### config.mk
export PLATFORM = sky130hd
export DESIGN_NAME = utf16_to_utf8_encoder_flat
export DESIGN_NICKNAME = d
export VERILOG_FILES = /design/src/rtl/core/u16u8_pkg.sv /design/src/rtl/core/u16u8_if.sv /design/src/rtl/core/u16u8_front.sv /design/src/rtl/core/u16u8_fifo.sv /design/src/rtl/core/u16u8_back.sv /design/src/rtl/core/utf16_to_utf8_encoder.sv /design/src/flat_wrapper.sv
export SDC_FILE = /design/constraint.sdc
export NUM_CORES = 1
export LEC_CHECK = 0
export ABC_AREA = 1
export BUFFER_PORTS_ARGS = -buffer_cell sky130_fd_sc_hd__buf_4
export CORE_MARGIN = 5
export CORE_UTILIZATION = 30
export DETAILED_ROUTE_END_ITERATION = 6
export MAX_ROUTING_LAYER = met4
export PLACE_DENSITY = 0.53
export SETUP_SLACK_MARGIN = 0.15
export SLEW_MARGIN = 20
export SYNTH_ARGS = -nofsm -noshare
export SYNTH_HDL_FRONTEND = slang
export SYNTH_HIERARCHICAL = 1
export SYNTH_SLANG_ARGS = --single-unit
### constraint.sdc
create_clock -name i_clk -period 4.8 [get_ports i_clk]
set_input_delay 0.48 -clock i_clk [delete_from_list [all_inputs] [get_ports i_clk]]
set_output_delay 0.48 -clock i_clk [all_outputs]
set_load 0.05 [all_outputs]
### src/rtl/core/u16u8_pkg.sv
// shared types, constants and byte-forming functions for the utf-16 to utf-8 encoder
// no dependencies; used by the front end, record queue, byte sequencer and top level
`default_nettype none

package u16u8_pkg;

    localparam int CP_W = 21;

    // upper six bits of a surrogate code unit
    localparam logic [5:0] HIGH_SURR_PREFIX = 6'b110110;
    localparam logic [5:0] LOW_SURR_PREFIX  = 6'b110111;

    localparam logic [CP_W-1:0] CP_REPLACEMENT = 21'h00FFFD;
    localparam logic [CP_W-1:0] CP_SUPP_BASE   = 21'h010000;
    localparam logic [CP_W-1:0] CP_TWO_BYTE    = 21'h000080;
    localparam logic [CP_W-1:0] CP_THREE_BYTE  = 21'h000800;
    localparam logic [CP_W-1:0] CP_FOUR_BYTE   = 21'h010000;

    localparam logic [2:0] LEAD_TWO   = 3'b110;
    localparam logic [3:0] LEAD_THREE = 4'b1110;
    localparam logic [4:0] LEAD_FOUR  = 5'b11110;
    localparam logic [1:0] CONT_MARK  = 2'b10;

    // one queue entry: an optional replacement char followed by an optional code point
    typedef struct packed {
        logic            pre_rep;
        logic            main_valid;
        logic [CP_W-1:0] cp;
    } t_rec;

    // index of the final byte of the encoding (0 to 3)
    function automatic logic [1:0] utf8_last_pos(input logic [CP_W-1:0] cp);
        logic [1:0] last_pos;
        if (cp < CP_TWO_BYTE) begin
            last_pos = 2'd0;
        end else if (cp < CP_THREE_BYTE) begin
            last_pos = 2'd1;
        end else if (cp < CP_FOUR_BYTE) begin
            last_pos = 2'd2;
        end else begin
            last_pos = 2'd3;
        end
        return last_pos;
    endfunction

    function automatic logic [7:0] utf8_byte(input logic [CP_W-1:0] cp,
                                             input logic [1:0]      last_pos,
                                             input logic [1:0]      pos);
        logic [7:0] b;
        logic [1:0] gap;
        gap = last_pos - pos;
        if (pos == 2'd0) begin
            case (last_pos)
                2'd0:    b = {1'b0, cp[6:0]};
                2'd1:    b = {LEAD_TWO, cp[10:6]};
                2'd2:    b = {LEAD_THREE, cp[15:12]};
                default: b = {LEAD_FOUR, cp[20:18]};
            endcase
        end else begin
            case (gap)
                2'd0:    b = {CONT_MARK, cp[5:0]};
                2'd1:    b = {CONT_MARK, cp[11:6]};
                default: b = {CONT_MARK, cp[17:12]};
            endcase
        end
        return b;
    endfunction

endpackage

`default_nettype wire

### src/rtl/core/u16u8_if.sv
// channel interfaces of the encoder: utf-16 unit input and utf-8 byte output
// valid/ready handshake; no dependencies
`default_nettype none

interface u16u8_in_if;
    logic        valid;
    logic        ready;
    logic [15:0] code_unit;
    logic        end_of_text;

    modport source (output valid, output code_unit, output end_of_text, input ready);
    modport sink   (input valid, input code_unit, input end_of_text, output ready);
endinterface

interface u16u8_out_if;
    logic       valid;
    logic       ready;
    logic [7:0] out_byte;
    logic       run_last;

    modport source (output valid, output out_byte, output run_last, input ready);
    modport sink   (input valid, input out_byte, input run_last, output ready);
endinterface

`default_nettype wire

### src/rtl/core/u16u8_front.sv
// front end: accepts code units, pairs surrogates, pushes at most one record per word
// depends on u16u8_pkg and u16u8_in_if
`default_nettype none

module u16u8_front
    import u16u8_pkg::*;
(
    input  wire        i_clk,
    input  wire        i_rst_n,
    u16u8_in_if.sink   i_in,
    input  wire        i_q_full,
    output logic       o_push,
    output t_rec       o_rec
);

    logic       r_held_valid;
    logic [9:0] r_held_high;
    logic       n_held_valid;
    logic [9:0] n_held_high;

    logic is_high;
    logic is_low;
    logic accept;

    assign i_in.ready = !i_q_full;
    assign accept     = i_in.valid && !i_q_full;
    assign is_high    = i_in.code_unit[15:10] == HIGH_SURR_PREFIX;
    assign is_low     = i_in.code_unit[15:10] == LOW_SURR_PREFIX;

    always_comb begin
        o_rec.pre_rep    = 1'b0;
        o_rec.main_valid = 1'b1;
        o_rec.cp         = {5'd0, i_in.code_unit};
        n_held_valid     = r_held_valid;
        n_held_high      = r_held_high;
        if (r_held_valid && is_low) begin
            o_rec.cp = CP_SUPP_BASE + {1'b0, r_held_high, i_in.code_unit[9:0]};
        end else begin
            o_rec.pre_rep = r_held_valid;
            if (is_high && !i_in.end_of_text) begin
                o_rec.main_valid = 1'b0;
            end else if (is_high || is_low) begin
                o_rec.cp = CP_REPLACEMENT;
            end
        end
        if (accept) begin
            if (!r_held_valid && is_high && !i_in.end_of_text) begin
                n_held_valid = 1'b1;
                n_held_high  = i_in.code_unit[9:0];
            end else if (r_held_valid && !is_low && is_high && !i_in.end_of_text) begin
                n_held_valid = 1'b1;
                n_held_high  = i_in.code_unit[9:0];
            end else begin
                n_held_valid = 1'b0;
                n_held_high  = 10'd0;
            end
        end
    end

    // a high surrogate that is held adds no code point; a record goes out only if it carries a replacement
    assign o_push = accept && (o_rec.pre_rep || o_rec.main_valid);

    always_ff @(posedge i_clk) begin
        if (!i_rst_n) begin
            r_held_valid <= 1'b0;
            r_held_high  <= 10'd0;
        end else begin
            r_held_valid <= n_held_valid;
            r_held_high  <= n_held_high;
        end
    end

endmodule

`default_nettype wire

### src/rtl/core/u16u8_fifo.sv
// two-entry record queue between the front end and the byte sequencer
// depends on u16u8_pkg
`default_nettype none

module u16u8_fifo
    import u16u8_pkg::*;
(
    input  wire  i_clk,
    input  wire  i_rst_n,
    input  wire  i_push,
    input  t_rec i_rec,
    input  wire  i_pop,
    output t_rec o_rec,
    output logic o_full,
    output logic o_empty
);

    t_rec       r_mem [2];
    logic       r_wr_ptr;
    logic       r_rd_ptr;
    logic [1:0] r_count;
    logic       do_push;
    logic       do_pop;

    assign o_full  = r_count == 2'd2;
    assign o_empty = r_count == 2'd0;
    assign do_push = i_push && !o_full;
    assign do_pop  = i_pop && !o_empty;
    assign o_rec   = r_mem[r_rd_ptr];

    always_ff @(posedge i_clk) begin
        if (do_push) begin
            r_mem[r_wr_ptr] <= i_rec;
        end
    end

    always_ff @(posedge i_clk) begin
        if (!i_rst_n) begin
            r_wr_ptr <= 1'b0;
            r_rd_ptr <= 1'b0;
            r_count  <= 2'd0;
        end else begin
            if (do_push) begin
                r_wr_ptr <= !r_wr_ptr;
            end
            if (do_pop) begin
                r_rd_ptr <= !r_rd_ptr;
            end
            r_count <= r_count + {1'b0, do_push} - {1'b0, do_pop};
        end
    end

endmodule

`default_nettype wire

### src/rtl/core/u16u8_back.sv
// byte sequencer: expands queued records into utf-8 bytes behind an output register
// depends on u16u8_pkg and u16u8_out_if
`default_nettype none

module u16u8_back
    import u16u8_pkg::*;
(
    input  wire        i_clk,
    input  wire        i_rst_n,
    input  t_rec       i_rec,
    input  wire        i_q_empty,
    output logic       o_pop,
    u16u8_out_if.source o_out
);

    logic            r_busy;
    logic            r_rep;
    logic            r_main;
    logic [CP_W-1:0] r_cp;
    logic [1:0]      r_pos;

    logic            r_out_valid;
    logic [7:0]      r_out_byte;
    logic            r_out_last;

    logic [CP_W-1:0] cur_cp;
    logic [1:0]      last_pos;
    logic [7:0]      cur_byte;
    logic            last_of_cp;
    logic            last_of_rec;
    logic            can_load;
    logic            step;

    assign cur_cp      = r_rep ? CP_REPLACEMENT : r_cp;
    assign last_pos    = utf8_last_pos(cur_cp);
    assign cur_byte    = utf8_byte(cur_cp, last_pos, r_pos);
    assign last_of_cp  = r_pos == last_pos;
    // the replacement char is final only when no code point follows it
    assign last_of_rec = last_of_cp && (!r_rep || !r_main);
    assign can_load    = !r_out_valid || o_out.ready;
    assign step        = r_busy && can_load;
    assign o_pop       = !i_q_empty && (!r_busy || (step && last_of_rec));

    always_ff @(posedge i_clk) begin
        if (!i_rst_n) begin
            r_busy <= 1'b0;
            r_rep  <= 1'b0;
            r_main <= 1'b0;
            r_pos  <= 2'd0;
        end else begin
            if (o_pop) begin
                r_busy <= 1'b1;
                r_rep  <= i_rec.pre_rep;
                r_main <= i_rec.main_valid;
                r_pos  <= 2'd0;
            end else if (step) begin
                if (last_of_rec) begin
                    r_busy <= 1'b0;
                    r_pos  <= 2'd0;
                end else if (last_of_cp) begin
                    r_rep <= 1'b0;
                    r_pos <= 2'd0;
                end else begin
                    r_pos <= r_pos + 2'd1;
                end
            end
        end
    end

    always_ff @(posedge i_clk) begin
        if (o_pop) begin
            r_cp <= i_rec.cp;
        end
    end

    always_ff @(posedge i_clk) begin
        if (!i_rst_n) begin
            r_out_valid <= 1'b0;
        end else if (can_load) begin
            r_out_valid <= step;
        end
    end

    always_ff @(posedge i_clk) begin
        if (step) begin
            r_out_byte <= cur_byte;
            r_out_last <= last_of_rec;
        end
    end

    assign o_out.valid    = r_out_valid;
    assign o_out.out_byte = r_out_byte;
    assign o_out.run_last = r_out_last;

endmodule

`default_nettype wire

### src/rtl/core/utf16_to_utf8_encoder.sv
// utf-16 to utf-8 encoder, top level
// depends on u16u8_pkg, u16u8_if, u16u8_front, u16u8_fifo, u16u8_back
//
// usage:
//   i_in carries one utf-16 code unit per word plus an end-of-text flag.
//   o_out carries one utf-8 byte per word; run_last marks the final byte
//   that an input word causes. a high surrogate that is not the last unit
//   gives no bytes at once: it is held and paired with the next unit.
//   unpaired surrogates come out as U+FFFD (EF BF BD).
// path: an accepted unit is written into the record queue, then loaded into the
//   byte sequencer, and its first byte reaches o_out through the output register.
// throughput: one byte per cycle while o_out.ready is high; a unit yields
//   1 to 3 bytes if plain, 4 for a surrogate pair, and up to 6 when a
//   dropped high surrogate precedes a new unit. the byte
//   sequencer is the limit; a two-entry record queue lets the front end
//   take new units while it works.
// reset: synchronous, active low; clears the held surrogate, the queue and
//   the output register.
// stall: when o_out.ready is low the current byte holds; the queue fills
//   and i_in.ready drops once both entries are taken.
`default_nettype none

module utf16_to_utf8_encoder
    import u16u8_pkg::*;
(
    input  wire         i_clk,
    input  wire         i_rst_n,
    u16u8_in_if.sink    i_in,
    u16u8_out_if.source o_out
);

    t_rec front_rec;
    t_rec head_rec;
    logic push;
    logic pop;
    logic q_full;
    logic q_empty;

    u16u8_front u_front (
        .i_clk    (i_clk),
        .i_rst_n  (i_rst_n),
        .i_in     (i_in),
        .i_q_full (q_full),
        .o_push   (push),
        .o_rec    (front_rec)
    );

    u16u8_fifo u_fifo (
        .i_clk   (i_clk),
        .i_rst_n (i_rst_n),
        .i_push  (push),
        .i_rec   (front_rec),
        .i_pop   (pop),
        .o_rec   (head_rec),
        .o_full  (q_full),
        .o_empty (q_empty)
    );

    u16u8_back u_back (
        .i_clk     (i_clk),
        .i_rst_n   (i_rst_n),
        .i_rec     (head_rec),
        .i_q_empty (q_empty),
        .o_pop     (pop),
        .o_out     (o_out)
    );

endmodule

`default_nettype wire

### src/flat_wrapper.sv
// flat-port wrapper written by rule: the top's interface ports become plain ports
module utf16_to_utf8_encoder_flat import u16u8_pkg::*;
  (i_clk, i_rst_n, i_in_valid, i_in_code_unit, i_in_end_of_text, i_in_ready, o_out_valid, o_out_out_byte, o_out_run_last, o_out_ready);
  u16u8_in_if i_in_i ();
  u16u8_out_if o_out_i ();
  input  wire i_clk;
  input  wire i_rst_n;
  input wire logic [$bits(i_in_i.valid)-1:0] i_in_valid;
  input wire logic [$bits(i_in_i.code_unit)-1:0] i_in_code_unit;
  input wire logic [$bits(i_in_i.end_of_text)-1:0] i_in_end_of_text;
  output wire logic [$bits(i_in_i.ready)-1:0] i_in_ready;
  output wire logic [$bits(o_out_i.valid)-1:0] o_out_valid;
  output wire logic [$bits(o_out_i.out_byte)-1:0] o_out_out_byte;
  output wire logic [$bits(o_out_i.run_last)-1:0] o_out_run_last;
  input wire logic [$bits(o_out_i.ready)-1:0] o_out_ready;
  assign i_in_i.valid = i_in_valid;
  assign i_in_i.code_unit = i_in_code_unit;
  assign i_in_i.end_of_text = i_in_end_of_text;
  assign i_in_ready = i_in_i.ready;
  assign o_out_valid = o_out_i.valid;
  assign o_out_out_byte = o_out_i.out_byte;
  assign o_out_run_last = o_out_i.run_last;
  assign o_out_i.ready = o_out_ready;
  utf16_to_utf8_encoder u_core (.i_clk(i_clk), .i_rst_n(i_rst_n), .i_in(i_in_i), .o_out(o_out_i));
endmodule
# Word level (Yosys, flattened, before mapping)
# Memory sizes are Yosys's and may differ from the RTL's. A register that Yosys moved wholly into a read port is not among the register bits.
# Cells that the tools add are included.
dict set report word_totals {
  in_bits 21
  output_inout_bits 11
  register_bits 51
  mem_count 1
  ramBits 46
  elab_cells 101
}
# memory words word_bits read_ports rd_ports_with_merged_regs wr line
set mem_list {}
lappend mem_list {u_core.u_fifo.r_mem 2 23 1 1 1 u16u8_fifo.sv:18} ;# t_rec r_mem [2];
dict set report op_classes {
  bitwise 1
  eq_ne 8
  order_cmp 3
  add_sub_neg 5
  mux 29
  n_reduce_logical 41
}
# operator count
set ops {}
lappend ops {{21-bit 2-to-1 mux} 3}
lappend ops {{8-bit case mux with 3 select lines} 1}
lappend ops {{17-bit by 20-bit adder with 21-bit output (first input constant)} 1}
lappend ops {{21-bit by 12-bit less-than comparator with 1-bit output (second input constant)} 1}
lappend ops {{21-bit by 17-bit less-than comparator with 1-bit output (second input constant)} 1}
lappend ops {{21-bit by 8-bit less-than comparator with 1-bit output (second input constant)} 1}
lappend ops {{10-bit 2-to-1 mux} 2}
lappend ops {{16-bit 2-to-1 mux} 1}
lappend ops {{1-bit logical AND} 15}
lappend ops {{1-bit 2-to-1 mux} 15}
lappend ops {{6-bit == test (second input constant)} 2}
lappend ops {{6-bit case mux with 2 select lines} 1}
lappend ops {{1-bit logical NOT} 11}
lappend ops {{2-bit 2-to-1 mux} 5}
lappend ops {{2-bit logical NOT} 4}
lappend ops {{8-bit 2-to-1 mux} 1}
lappend ops {{2-bit nonzero test} 3}
lappend ops {{1-bit logical OR} 5}
lappend ops {{2-bit by 1-bit == test with 1-bit output (second input constant)} 2}
lappend ops {{2-bit == test (second input constant)} 2}
lappend ops {{3-bit AND reduction} 1}
lappend ops {{2-bit by 1-bit adder with 2-bit output} 1}
lappend ops {{2-bit by 1-bit adder with 2-bit output (second input constant)} 1}
lappend ops {{2-bit == test} 1}
lappend ops {{6 further kinds} 6}

# Longest topological paths before layout
# Gate-level depths: netlist of run 1.
dict set report logic_depth {
  word_depth 13
  depth_mapped 23
  ltp_nobuf 22
}

# Hierarchy
# The synthesis of run 1 kept the hierarchy.
# mod cells_each area_each_um2 seq_area_each_um2 n_inst
set by_module_without_submodules {}
lappend by_module_without_submodules {u16u8_fifo 109 1910.6 1481.4 1}
lappend by_module_without_submodules {u16u8_back 199 1889.3 1021.0 1}
lappend by_module_without_submodules {u16u8_front 119 760.7 220.2 1}

# Worst setup path before layout of run 1
# Ideal clock, no wire load.
dict set report synth_path {
  path_kind {register -> register}
  from {register u_core.u_back.r_rep}
  to {register u_core.u_fifo.r_count[1]}
  setup_ns 0.115
  stages_incl_launch_ff 22
  synth_period_minus_slack_ns 3.398
  slack_ns 1.402
  n_path_buf 3
  arrival_ns 3.283
  t_required_ns 4.685
  cell_sequence {dfxtp_1 > buf_2 > clkbuf_1 > nor2_1 > nand4_1 > o21ai_0 > ha_1 > buf_2 > nand4_1 > nand2_1 > nand2_1 > inv_1 > inv_1 > nor2_1 > ha_1 > inv_1 > ha_1 > inv_1 > nand2_1 > nand3_1 > nand2_1 > nor2_1}
}
dict set report synth_via {
  elab_chain_len 12
  word_cells_on_any_way 16
  classes_between {add/sub: 1; order compare: 3; eq/ne: 1; mux: 4; reduce/logical: 7}
}
# item line
set synth_rtl {}
lappend synth_rtl {{start, declared} u16u8_back.sv:17} ;# logic r_rep;
lappend synth_rtl {{start signal, assigned} u16u8_back.sv:53} ;# r_rep <= i_rec.pre_rep;
lappend synth_rtl {{21-bit 2-to-1 mux} u16u8_back.sv:34} ;# assign cur_cp = r_rep ? CP_REPLACEMENT : r_cp;
lappend synth_rtl {{21-bit by 17-bit less-than comparator with 1-bit output} u16u8_pkg.sv:38} ;# end else if (cp < CP_FOUR_BYTE) begin
lappend synth_rtl {{1-bit 2-to-1 mux} u16u8_pkg.sv:38}
lappend synth_rtl {{2-bit 2-to-1 mux} u16u8_pkg.sv:36} ;# end else if (cp < CP_THREE_BYTE) begin
lappend synth_rtl {{2-bit 2-to-1 mux} u16u8_pkg.sv:34} ;# if (cp < CP_TWO_BYTE) begin
lappend synth_rtl {{2-bit == test} u16u8_back.sv:37} ;# assign last_of_cp = r_pos == last_pos;
lappend synth_rtl {{1-bit logical AND *} u16u8_back.sv:39} ;# assign last_of_rec = last_of_cp && (!r_rep || !r_main);
lappend synth_rtl {{1-bit logical AND *} u16u8_back.sv:42} ;# assign o_pop = !i_q_empty && (!r_busy || (step && last_of_rec));
lappend synth_rtl {{1-bit logical OR *} u16u8_back.sv:42}
lappend synth_rtl {{1-bit logical AND *} u16u8_back.sv:42}
lappend synth_rtl {{via u_core.pop} utf16_to_utf8_encoder.sv:35} ;# logic pop;
lappend synth_rtl {{1-bit logical AND *} u16u8_fifo.sv:28} ;# assign do_pop = i_pop && !o_empty;
lappend synth_rtl {{via u_core.u_fifo.do_pop} u16u8_fifo.sv:23} ;# logic do_pop;
lappend synth_rtl {{2-bit by 1-bit subtractor with 2-bit output *} u16u8_fifo.sv:49} ;# r_count <= r_count + {1'b0, do_push} - {1'b0, do_pop};
lappend synth_rtl {{end signal, assigned} u16u8_fifo.sv:49}
lappend synth_rtl {{end, declared} u16u8_fifo.sv:21} ;# logic [1:0] r_count;
# The timed path passes the listed nets; every way through them passes the cells marked *.
# A chain may end at the register's enable or synchronous reset.

# Final worst setup path of run 1
# Same ends and word-level chain as after synthesis.

==> reports/metrics.yaml, run 1 <==
p_comb_frac: 0.306
first_iter_violations: 195
grt_max_degree: 24
port_buffers: 31
route.vias.total: 2942
synthSimpleGateAreaFrac: 0.2003
viasPerCell: 4.526
setup-violations-final: 0
fin_skew_ns: 0.008020
p_sw_frac: 0.3391
critPathRequiredTime_ns: 5.04
multiInputGateArea_um2: 1531
p_per_area_nw_per_um2: 558.3
start_kind: "flip-flop"
synth_top_family_by_area: "simple AND/OR/NAND/NOR gates"
clk_latency_ns: 0.34
synth.yosys.seq_area_share: 0.5970
grt.overflow.total: 0
clk_pin_slew_ns: 0.07
fin_crit_sh: 0.8480
syn_nets: 458
max_freq_mhz: 245.7
synth_warnings: 6
ctsRootBufferMaster: "clkbuf_16"
drtPass1Iterations: 4
synth_mux_area_frac: 0.05679
rsz0062_at_grt: "false"
worstHoldStart: "o_out_ready"
p_sw_uw: 993.7
coreArea_um2: 15030
syn_to_final_growth_pct: 15.09
cp_cell_sequence: "inv_2 > nand2_1 > nand2_1 > nor2_4 > nand2_4 > o21ai_0 > ha_1 > nand4_1 > nand2_1 > nand2_1 > inv_1 > buf_4 > inv_1 > nor2_1 > ha_1 > inv_1 > ha_1 > inv_1 > nand2_1 > nand3_1 > nand2_1 > nor2_1"
cts_tree: "built"
cts_setup_buffers: 0
synthAdderAreaFrac: 0.02743
ys_seq_elements: 98
layout_common_cells: "76 x nand2_1, 76 x edfxtp_1, 52 x inv_1, 37 x nor2_1"
start_util: 0.3034
diodes: 0
dp_hpwl_um: 6424
relSlewSlack: 0.3184
route.detailed.wl_per_inst_um: 13.34
drv_slew: 0
period_minus_slack_ns: 4.070
avgSynthCellArea_um2: 10.68
rows: 45
hold_path.class: "in2reg"
grt_usage: 0.1048
ios: 32
fin_setup_tns_ns: 0
pwr-share-clk: 0.245
synth_xor_area_frac: 0.001920
synth_compound_area_frac: 0.04883
wl_um: 8671
drive_above_1_share: 0.2165
slowest_stage: "dfxtp_1"
num-nets-final: 488
status: "finished clean"
cap_violations: 0
seqPwrFrac: 0.449
htree_levels: 3
routabilityCongestion: 0.8518
cpMostUsedCell: "nand2_1"
grt_pass1_wl_um: 14500
p_int_mw: 1.937
r2r_slack_ns: 0.73
crit_fanout: 23
syn_area_um2: 4561
reg2reg_to: "u_core/u_fifo/r_count[1]"
tightest_slew_ns: 1.021
cts_hold_buffers: 0
drc: 0
clockBufferDepth: 2
r2r_cells: 22
first_global_vias: 2927
syn-instance-count: 427
die_x_um: 133.3
die_h_um: 133.3
ant_nets: 0
whs_ns: 0.4081
die_area_um2: 17770
yosys.cell_types.count: 33
antenna_found_initial: 0
cts_resized: 0
critPathMaxStageDelay_ns: 0.70
cts.sinks: 98
worst_setup_path_end_kind: "flip-flop"
crit_type: "reg2reg"
r2r_start: "u_core/u_back/r_rep"
hold_end: "u_core/u_back/o_out.valid"
holdPathStages: 4
crit_start: "u_core/u_back/r_rep"
numCtsBuffers: 9
final-hold-violation-count: 0
register_area_um2: 2723
cp.arrival_ns: 4.31
final.fill_count: 1514
p_leak_nw: 2.101
ir_drop_mv: 0.2594
[how the worst max path moves through the flow]
stage,to,slack (ns),cells after the start
3_5_place_dp,u_core/u_fifo/r_count[1],0.74,22
6_report,u_core/u_fifo/r_count[1],0.73,22
2_1_floorplan,u_core/u_fifo/r_count[1],1.40,21
4_1_cts,u_core/u_fifo/r_count[1],0.72,22
5_1_grt,u_core/u_fifo/r_count[1],0.31,22
3_3_place_gp,u_core/u_fifo/r_count[1],0.94,23
[sequential cells by signal, indices dropped and copies added, names as in the netlist, 2 cells and up, named ones only]
register and cells:
u_core/u_fifo/r_count 2, u_core/u_back/r_cp 21, u_core/u_back/r_pos 2, u_core/u_back/o_out.out_byte 8, u_core/u_fifo/r_mem 46, u_core/u_front/r_held_high 10
[synthesized netlist by cell type, drive strengths merged]
cell type / count / area share
nand2: 82 / 0.072
a2111oi: 1 / 0.0019
nor3b: 2 / 0.0055
a21oi: 22 / 0.024
a31oi: 1 / 0.0014
dfxtp: 22 / 0.097
ha: 10 / 0.027
nor3: 1 / 0.0036
or2: 9 / 0.012
xor2: 1 / 0.0019
edfxtp: 76 / 0.50
nor2: 41 / 0.036
nand3: 36 / 0.045
nand3b: 3 / 0.0049
mux2: 23 / 0.057
o21ai: 6 / 0.0066
a221o: 3 / 0.0066
nand4: 14 / 0.021
inv: 54 / 0.044
clkbuf: 5 / 0.0041
buf: 10 / 0.019
a22oi: 3 / 0.0049
a21boi: 1 / 0.0016
o211ai: 1 / 0.0016
[critical path: cells and delay by family, from the launching register on]
kind / cells / cell delay, ns
and+or+nand+nor: 12 / 1.34
adders and majority gates: 3 / 0.80
AOI/OAI and AO/OA: 1 / 0.51
buffers and inverters: 6 / 0.60
DFF: 1 / 0.70
[layout make-up]
class | count | area share
repair buffers | 34 | 0.04863
flip-flops and latches | 98 | 0.5187
clock buffers | 9 | 0.04291
well taps | 188 | 0.04482
multi-input cells | 260 | 0.2918
inverters | 54 | 0.03862
clock inverters | 7 | 0.01454
[metrics by stage]
step | total power, mW | worst slack, ns | cell area (µm²) | utilization | cells
floorplan | 1.989 | 1.402 | 4561 | - | 427
finish | 2.931 | 0.7297 | 5249 | 0.3491 | 650
global route | 3.120 | 0.3133 | 5249 | 0.3491 | 650
detailed placement | 2.244 | 0.7397 | 4947 | 0.3291 | 634
CTS | 2.974 | 0.7201 | 5249 | 0.3491 | 650
global placement | 2.229 | 0.9375 | 4947 | 0.3291 | 634
[cells by family after synthesis]
family	count (synthesis)
AOI/OAI and AO/OA	38
xor gates and xnor gates	1
adders and majority gates	10
buffers and inverters	69
DFF	98
muxes	23
and+or+nand+nor	188
[power groups by stage]
stage / sequential, mW / clock (mW) / combinational, mW
6_report: 1.32 / 0.719 / 0.896
5_1_grt: 1.34 / 0.779 / 0.999
4_1_cts: 1.32 / 0.744 / 0.908
3_5_place_dp: 1.34 / 0 / 0.904
3_3_place_gp: 1.33 / 0 / 0.896
2_1_floorplan: 1.38 / 0 / 0.614
[routing by layer]
metal,part of all wire,vias up,track usage
li1,-,1514,-
met1,0.48,1359,0.1290
met2,0.47,57,0.1653
met3,0.047,12,0.03248
met4,0.011,0,0.03371
met5,0,-,-
Note: power is estimated with default switching activity, not from simulation.
==> run 2: changes to the inputs <==
PLACE_DENSITY = 0.55   (was 0.53)
clock period = 3.49 ns   (was 4.8 ns; I/O delays follow)
==> run 2 against run 1 <==
Effect of this change:
- clock-buffer cell count up 4
- via count grew 1.7%
- register-to-register slack got worse by 0.26 ns
- cell count increased by 0.62%
- non-clock buffer count is 4 higher
- flip-flop and latch count did not move
- die area unchanged
- first-iteration DRC count shrank 7.2%
- routed wire length is 1.1% higher
- sequential share of layout area is 0.43 points lower
- worst hold slack got worse by 0.13 ns
- critical path type unchanged
- critical endpoint unchanged
- largest cell class unchanged
==> reports/metrics.yaml, run 2 (synthesized netlist as in run 1, its figures left out) <==
pwr-share-clk: 0.247
cap_violations: 0
relSlewSlack: 0.3022
viasPerCell: 4.576
status: "finished clean"
fin_area_um2: 5295
register_area_um2: 2724
max_freq_mhz: 330.9
grt.overflow.total: 0
drive_above_1_share: 0.2275
largest_register_ff_count: 46
cts.sinks: 98
clockBufferDepth: 2
ctsRootBufferMaster: "clkbuf_16"
power.total_mw: 4.075
r2r_cells: 22
first_global_vias: 3072
critPathRequiredTime_ns: 3.73
fin_crit_sh: 0.8660
setup-violations-final: 0
crit_fanout: 12
start_kind: "flip-flop"
diodes: 0
fin_setup_tns_ns: 0
crit_buf_inv: 5
p_leak_nw: 2.120
seqPwrFrac: 0.442
final-hold-violation-count: 0
multiInputGateArea_um2: 1534
rsz0062_at_grt: "false"
routabilityCongestion: 0.8066
start_util: 0.3034
p_comb_frac: 0.311
first_iter_violations: 181
ant_nets: 0
cp_cell_sequence: "inv_2 > nand2_1 > nand2_1 > nor2_4 > nand2_4 > o211ai_1 > o21ai_1 > ha_1 > nand4_1 > nand2_2 > nand2_1 > clkinvlp_4 > inv_1 > nor2_1 > ha_1 > inv_1 > ha_1 > inv_1 > nand2_1 > nand3_1 > nand2_1 > nor2_1"
antenna_found_initial: 0
p_int_mw: 2.696
slowest_stage: "dfxtp_2"
layout_commonest_cell: "edfxtp_1"
clk_latency_ns: 0.35
dp_hpwl_um: 6510
cp.depth: 22
drc: 0
port_buffers: 31
regMostFlops: "u_core/u_fifo/r_mem"
final.fill_count: 1465
coreArea_um2: 15030
clk_pin_slew_ns: 0.07
numCtsBuffers: 9
drv_slew: 0
die_x_um: 133.3
ir_drop_mv: 0.2940
wl_um: 8767
grt_max_degree: 24
critPathMaxStageDelay_ns: 0.42
cp.arrival_ns: 3.26
route.vias.total: 2993
htree_levels: 3
p_sw_frac: 0.3383
rows: 45
cpMostUsedCell: "nand2_1"
reg_top3: "u_core/u_fifo/r_mem x46, u_core/u_back/r_cp x21, u_core/u_front/r_held_high x10"
syn_to_final_growth_pct: 16.10
cts_tree: "built"
num-nets-final: 492
crit_family: "simple AND/OR/NAND/NOR gates"
tightest_slew_ns: 1.045
hold_path.class: "in2reg"
crit_type: "reg2reg"
die_area_um2: 17770
route.detailed.wl_per_inst_um: 13.41
layout_common_cells: "76 x edfxtp_1, 75 x nand2_1, 51 x inv_1, 38 x buf_4, 37 x nor2_1"
grt_pass1_wl_um: 14700
cts_setup_buffers: 0
drtPass1Iterations: 5
p_per_area_nw_per_um2: 769.5
die_h_um: 133.3
p_sw_mw: 1.378
grt_usage: 0.1068
period_minus_slack_ns: 3.022
place_area_um2: 4981
worst_setup_path_end_kind: "flip-flop"
ios: 32
fin_skew_ns: 0.01050
holdPathStages: 4
-- run 2: changes by cell type in the layout (fill, tap and decap cells not counted), sizes merged --
cell    before  now
clkinv       3    1
clkbuf       9   13
inv         56   55
buf         34   38
bufinv       1    0
-- run 2: power groups by stage --
stage                     logic [mW]  registers (mW)  clock network (mW)
after floorplan                0.850            1.89                   0
after global placement          1.27            1.82                   0
after global routing            1.41            1.84                1.08
after CTS                       1.28            1.81                1.04
after detailed placement        1.27            1.83                   0
final                           1.27            1.80                1.01
-- run 2: cell type report --
cell class / instances / share of cell area
repair buffers: 38 / 0.05388
inverters: 54 / 0.03899
flip-flops and latches: 98 / 0.5144
well taps: 188 / 0.04442
multi-input cells: 260 / 0.2897
clock inverters: 3 / 0.005435
clock buffers: 13 / 0.05317
-- run 2: per-layer routing --
layer	vias up	part of all wire	track usage
met2	77	0.45	0.1614
met1	1381	0.48	0.1325
met4	0	0.019	0.04057
met3	15	0.053	0.03663
met5	-	0	-
li1	1520	-	-
-- run 2: through the flow --
stage | util | std cells | setup slack, ns | hold WS [ns]
finish | 0.3522 | 654 | 0.4678 | 0.2794
global route | 0.3522 | 654 | 0.1853 | 0.2819
CTS | 0.3520 | 654 | 0.3214 | 0.2656
detailed placement | 0.3313 | 638 | 0.3406 | 0.4546
global placement | 0.3313 | 638 | 0.5162 | 0.4567
floorplan | - | 427 | 0.1936 | 0.4404
-- run 2: worst paths after layout --
path | from | slack [ns] | endpoint
max reg2reg | u_core/u_back/r_rep | 0.47 | u_core/u_fifo/r_count[1]
min | o_out_ready | 0.28 | u_core/u_back/o_out.valid
max | u_core/u_back/r_rep | 0.47 | u_core/u_fifo/r_count[1]
min reg2reg | u_core/u_front/r_held_high[0] | 0.46 | u_core/u_front/r_held_high[0]
-- run 2: worst register-to-register path, cell delays in order (launching register included) --
cell	delay, ns
dfxtp_2	0.42
inv_2	0.08
nand2_1	0.09
nand2_1	0.10
nor2_4	0.20
nand2_4	0.10
o211ai_1	0.09
o21ai_1	0.12
ha_1	0.31
nand4_1	0.11
nand2_2	0.13
nand2_1	0.13
clkinvlp_4	0.10
inv_1	0.03
nor2_1	0.14
ha_1	0.25
inv_1	0.05
ha_1	0.15
inv_1	0.04
nand2_1	0.08
nand3_1	0.08
nand2_1	0.06
nor2_1	0.04
-- run 2: repair_timing --
item                       in CTS  in global routing
gates resized for setup         0                  2
hold buffers                    0                  0
setup endpoints to repair       0                  1
